`config.mk`:
```
export PLATFORM = sky130hd
export DESIGN_NAME = bfp_store
export DESIGN_NICKNAME = d
export VERILOG_FILES = /design/src/sv/bfp_pkg.sv /design/src/sv/bfp_store.sv
export SDC_FILE = /design/constraint.sdc
export NUM_CORES = 2
export LEC_CHECK = 0
export BUFFER_PORTS_ARGS = -buffer_cell sky130_fd_sc_hd__buf_4
export CAP_MARGIN = 20
export CELL_PAD_IN_SITES_DETAIL_PLACEMENT = 1
export CELL_PAD_IN_SITES_GLOBAL_PLACEMENT = 1
export CORE_MARGIN = 2
export CORE_UTILIZATION = 35
export DETAILED_ROUTE_END_ITERATION = 12
export PLACE_DENSITY_LB_ADDON = 0.3
export SLEW_MARGIN = 15
export SYNTH_ARGS = -nofsm -noshare
export SYNTH_HDL_FRONTEND = slang
export SYNTH_SLANG_ARGS = --single-unit
```
`constraint.sdc`:
```
create_clock -name aclk -period 6.7 [get_ports aclk]
set_input_delay 0.67 -clock aclk [delete_from_list [all_inputs] [get_ports aclk]]
set_output_delay 0.67 -clock aclk [all_outputs]
set_load 0.005 [all_outputs]
```
`src/sv/bfp_pkg.sv`:
```
package bfp_pkg;

    // Request codes carried in s_tuser
    localparam logic [2:0] REQ_ADD      = 3'd0;
    localparam logic [2:0] REQ_REMOVE   = 3'd1;
    localparam logic [2:0] REQ_TEST     = 3'd2;
    localparam logic [2:0] REQ_SET_BIT  = 3'd3;
    localparam logic [2:0] REQ_TEST_BIT = 3'd4;
    localparam logic [2:0] REQ_MERGE    = 3'd5;
    localparam logic [2:0] REQ_READ     = 3'd6;

    // Field widths
    localparam int REQ_W      = 3;
    localparam int WORD_W     = 64;
    localparam int BITN_W     = 32;
    localparam int WIDX_W     = 10;
    localparam int HASH_IDX_W = 16;
    localparam int BIT_SEL_W  = 6;
    localparam int CNT_W      = 3;

    // Stream packing
    localparam int S_TDATA_W  = 176;
    localparam int M_TDATA_W  = 72;
    localparam int HASH_LSB   = 0;
    localparam int BITN_LSB   = 64;
    localparam int WNUM_LSB   = 96;
    localparam int WDATA_LSB  = 106;
    localparam int OUT_PRESENT_POS = 0;
    localparam int OUT_WORD_LSB    = 1;
    localparam int OUT_RANGE_POS   = 65;

    // Hash index lanes
    localparam int LANES   = 4;
    localparam int LANE_W  = 2;
    localparam logic [CNT_W-1:0] MAX_COUNT        = 3'd4;
    localparam logic [CNT_W-1:0] HASH_COUNT_RESET = 3'd4;

    // Word-index reduction: serial remainder, several bits per cycle
    localparam int RED_IN_W      = BITN_W - BIT_SEL_W;
    localparam int RED_VAL_W     = 32;
    localparam int RED_STEP_BITS = 8;
    localparam int RED_STEPS     = RED_VAL_W / RED_STEP_BITS;

    // Command from the sequencer to the word store
    typedef struct packed {
        logic              rd;
        logic              wr;
        logic [WIDX_W-1:0] addr;
    } mem_cmd_t;

endpackage

```
`src/sv/bfp_store.sv`:
```
module bfp_store
    import bfp_pkg::*;
#(
    parameter int WORDS = 64
) (
    input  logic              aclk,
    input  logic              aresetn,
    input  mem_cmd_t          cmd,
    input  logic [WORD_W-1:0] wdata,
    output logic [WORD_W-1:0] rdata,
    output logic              ready
);

    localparam int AW = (WORDS > 1) ? $clog2(WORDS) : 1;
    localparam logic [AW-1:0] LAST_ADDR = AW'(WORDS - 1);

    logic [WORD_W-1:0] mem [WORDS];
    logic [WORD_W-1:0] rdata_reg;
    logic              clr_reg;
    logic [AW-1:0]     clr_addr_reg;

    // Sweep the store to zero after reset
    always_ff @(posedge aclk) begin
        if (!aresetn) begin
            clr_reg      <= 1'b1;
            clr_addr_reg <= '0;
        end else if (clr_reg) begin
            if (clr_addr_reg == LAST_ADDR) begin
                clr_reg <= 1'b0;
            end else begin
                clr_addr_reg <= clr_addr_reg + 1'b1;
            end
        end
    end

    // One write port, one registered read port
    always_ff @(posedge aclk) begin
        if (clr_reg) begin
            mem[clr_addr_reg] <= '0;
        end else if (cmd.wr) begin
            mem[cmd.addr[AW-1:0]] <= wdata;
        end
        if (cmd.rd) begin
            rdata_reg <= mem[cmd.addr[AW-1:0]];
        end
    end

    assign rdata = rdata_reg;
    assign ready = !clr_reg;

endmodule

```
* Word level (Yosys, flattened, before mapping)
Memory sizes are Yosys's and may differ from the RTL's. A register that Yosys moved wholly into a read port is not among the register bits.
Cells that the tools add are included.
** Word-level totals
- Input port bits :: 78
- RAM bits :: 4096
- Register bits after elaboration :: 7
- Output and inout bits :: 65
- Memories :: 1
- Word-level logic and storage cells :: 19
** Operators by class
- Equality and inequality tests :: 1
- Bitwise gates (word level) :: 1
- Add/sub/neg operators :: 1
- Reductions and logical operators :: 3
- Mux-type cells :: 10
** Memory list
- mem :: depth 64, width 64, read ports 1, clocked after memory_dff 1, wr ports 1, RTL line bfp_store.sv:17 : logic [WORD_W-1:0] mem [WORDS];
** Operators by type and width (count)
- $mux 64 :: 1
- $reduce_or 64->1 :: 1
- $mux 1 :: 8
- $add 6x1->6 const B :: 1
- $eq 6x6->1 const B :: 1
- $mux 6 :: 1
- $reduce_and 2->1 :: 1
- $logic_not 1->1 :: 1
- $not 1->1 :: 1

* Logic depth before layout (Yosys ltp)
- Depth in word-level cells :: 5
- Gate-level depth with buffers :: 9
- Gate-level depth less buffers :: 5

* Worst setup path after synthesis
Ideal clock, no wire load.
- Path kind :: input -> register
- From :: input port cmd[0] (netlist name)
- To :: memory mem[12][0] (enable)
- Arrival :: 4753 ps
- Setup slack :: 1460 ps
- Path buffers :: 4
- Stages on the path :: 8
- Data required time :: 6213 ps
- Setup time :: 487 ps
- Cell sequence :: buf_2 -> buf_6 -> buf_2 -> buf_6 -> or4b_1 -> o31ai_1 -> nand2_2 -> nor2_1
** Between the ends
- Cells in the longest elaborated chain, start to end :: 1
** RTL lines
- start, declared :: RTL line bfp_store.sv:8 : input mem_cmd_t cmd,
- $mux 6 (no line)
- end, declared :: RTL line bfp_store.sv:17
No other way between the ends.

* Final worst setup path
- From :: register clr_reg
- To :: memory mem[24][28] (enable)
** Between the ends
- Cells in the longest elaborated chain, start to end :: 4
- Elaborated cells on any way between the ends :: 7
- Those cells by class :: mux (6); reduce/logical (1)
** RTL lines
- start, declared :: RTL line bfp_store.sv:19 : logic clr_reg;
- start signal, assigned :: RTL line bfp_store.sv:25 : clr_reg <= 1'b1;
- start signal, assigned :: RTL line bfp_store.sv:29 : clr_reg <= 1'b0;
- $mux 1 :: RTL line bfp_store.sv:38 : if (clr_reg) begin
- $mux 1 (implied by the code) :: RTL line bfp_store.sv:41 : mem[cmd.addr[AW-1:0]] <= wdata;
- $reduce_or 64->1 (no line)
- $mux 6 (no line) or $mux 1 (tied branches)
Several ways; a longest one is shown, not always the timed one.

==> metrics.md <==
| Metric | Value |
|---|---|
| Status | `finished clean` |
| Reg area | `0.1251 mm2` |
| Clk pwr share | `43.1%` |
| HP Class | `input pin to flip-flop` |
| Gates resized, CTS repair | `0` |
| Register-to-register setup slack | `2670 ps` |
| Die area | `0.4543 mm2` |
| Multi-input gate area | `0.03100 mm2` |
| Max-cap violations | `0` |
| Synth Instances | `6637` |
| Syn_area_per_cell | `23.67 um2` |
| Register area share after synthesis | `79.60%` |
| Total grt overflow | `0` |
| Post-DRT Antenna Nets | `0` |
| First-pass DRT Iterations | `5` |
| DRT Wirelength | `476.4 mm` |
| Final setup margin | `2673 ps` |
| Largest register FFs | `4096` |
| Hold slack | `213.3 ps` |
| DRC viols | `0` |
| Setup TNS | `0 ps` |
| Layout Nets | `7177` |
| Via Count | `76430` |
| Overall power | `53.87 mW` |
| Startpoint Class | `flip-flop` |
| Synth area leader | `edfxtp_1` |
| Layout cells sized above 1 | `28.83%` |
| Total CTS buffers | `430` |
| Critical Path Sink Type | `flip-flop` |
| VDD IR max | `0.0002246 V` |
| Detailed Place HPWL | `260.8 mm` |
| P_sw | `11.47 mW` |
| Gr busiest metal | `met2` |
| Fill count | `41580` |
| Reg2reg path depth | `6` |
| Pwr/cell area | `297.4 mW/mm2` |
| Worst-margin pin slew | `1251 ps` |
| Crit path DAT | `4610 ps` |
| # rows | `246` |
| Met3 Track Usage GR | `2.974%` |
| Hold-fix buffers at CTS | `1` |
| CP Data Required Time | `7280 ps` |
| Worst-Skew Late Latency | `980 ps` |
| Max Freq | `248.3 MHz` |
| Initial Util | `35.08%` |
| Crit-path max FO | `36` |
| Post-Syn Nets | `6716` |
| Yosys warns | `0` |
| Routed len/inst | `35.48 um` |
| # setup viols final | `0` |
| Max-slew headroom | `16.63%` |
| Post-synth EDFFs | `4160` |
| Total GRT Usage | `20.74%` |
| LEAKAGE | `54.95 nW` |
| Antenna violations before repair | `26` |
| Post-layout util | `40.44%` |
| P_int | `42.40 mW` |
| Vias in the first global route | `79510` |
| Die width | `674 um` |
| DR vias/cell | `5.693` |
| Port Buffers | `138` |
| CTS tree | `done` |
| Setup WS pre-CTS | `2106 ps` |
| WHS Path Cells | `1` |
| Most common cell after layout, fill and taps aside | `edfxtp_1` |
| Layout area overhead | `15.28%` |
| H-Tree Level Count | `5` |
| Core Region | `0.4478 mm2` |
| First-pass GRT wire length | `658.2 mm` |
| 1st-iter DRT viols | `9502` |
| Seq cells post-synth | `4167` |
| Commonest cells after routing, fill and taps aside | `4160 x edfxtp_1, 1024 x mux4_2, 439 x clkbuf_16` |
| Sw frac | `21.30%` |
| Main synth FF type | `edfxtp_1` |
| # Post-CTS Setup Buffers | `0` |
| CTS max path bufs | `4` |
| Layout Skew | `42.96 ps` |
| Placer congestion estimate | `0.7675` |
| WS Path Type | `flip-flop to flip-flop` |
| Flop pwr share | `52.9%` |
| Unrepaired setup endpoints after global routing | `false` |
| Top post-synthesis cells by area | `edfxtp_1 80%, mux4_2 15%, a22oi_1 1.1%, o221ai_1 0.61%, clkbuf_1 0.47%` |
| Sink Count | `4167` |
| Combinational Power Share | `4.0%` |
| Synth cell types | `43` |
| Clock-pin slew on the worst setup and hold paths | `60 ps` |
| Cell Area, Synth | `0.1571 mm2` |
| Largest net degree at the start of global routing | `116` |
| I/O Pins | `143` |
| Tmin final | `4027 ps` |
| Met1 global-route usage | `28.48%` |
| Floorplan die height | `674 um` |
| Pins Over Slew Limit | `0` |
| Met2 Track Usage GR | `34.84%` |
| CTS root buf | `clkbuf_16` |
| Fin crit share | `60.11%` |
| Hold Vio Cnt, Final | `0` |
| Synth top area share | `79.51%` |
| Ys async rst share | `0%` |
-- layout make-up --
cell class | instances | share of cell area [%]
Sequential cell | 4167 | 69.05
Clock buffer | 545 | 6.285
Clock inverter | 239 | 1.117
Antenna cell | 24 | 0.03316
Tap cell | 5952 | 4.112
Timing Repair Buffer | 410 | 2.283
Inverter | 1 | 0.002073
Multi-Input combinational cell | 2088 | 17.12
-- worst max-delay path, stage by stage (launching register included) --
cell     delay [ps]
dfxtp_1         470
nor2b_4         160
buf_4           590
mux2i_1         400
nand2_1         510
nor2_4          820
buf_4           660
-- Yosys cell counts, types with 5 or more instances --
library cell / count
a211oi_1: 16
a21oi_1: 45
a221oi_1: 22
a22oi_1: 237
and2_1: 70
buf_1: 42
buf_2: 104
buf_4: 28
buf_6: 11
clkbuf_1: 196
dfxtp_1: 7
edfxtp_1: 4160
mux2i_1: 71
mux4_2: 1024
nand2_1: 42
nand2b_1: 8
nand3_1: 115
nand4bb_1: 5
nor2_1: 133
nor2b_1: 8
o211a_1: 64
o21ai_0: 7
o221ai_1: 109
o22ai_1: 80
-- routing by layer --
metal / part of all wire (%) / vias up / wire [um]
li1: - / 29760 / -
met1: 41 / 43050 / 195000
met2: 50 / 3019 / 237900
met3: 6.6 / 591 / 31350
met4: 2.5 / 8 / 12060
met5: 0.011 / - / 51
-- kinds of logic (layout without fill, tap and decap cells) --
group | Yosys count | count (layout) | synth area share [%]
flip-flops | 4167 | 4167 | 79.60
multiplexers | 1096 | 1096 | 15.14
AO/OA/AOI/OAI | 590 | 590 | 2.880
AND/OR/NAND/NOR | 397 | 397 | 1.239
buffers and inverters | 382 | 1195 | 1.115
XOR/XNOR | 4 | 4 | 0.02230
adder cells (fa/ha/maj) | 1 | 1 | 0.007962
other | 0 | 24 | 0
-- metrics by stage --
step / std cells / instance area [um2]
after floorplan: 6637 / 157100
after global placement: 12590 / 167100
after detailed placement: 12600 / 167200
after CTS: 13380 / 180600
after global routing: 13420 / 181100
final: 13430 / 181100
-- path summary, 6_finish.rpt --
check	end	start
max	mem[24][28]	clr_reg
max reg2reg	mem[24][28]	clr_reg
min	rdata[50]	cmd[11]
min reg2reg	clr_addr_reg[4]	clr_addr_reg[4]
-- power by group through the flow --
stage	registers [mW]	logic (mW)	clock network (mW)
global placement	29.1	2.17	0
detailed placement	29.1	2.18	0
global route	28.5	2.26	24.4
CTS	28.5	2.19	23.5
finish	28.5	2.15	23.2
floorplan	29.0	1.27	0
Note: power is estimated with default switching activity, not from simulation.
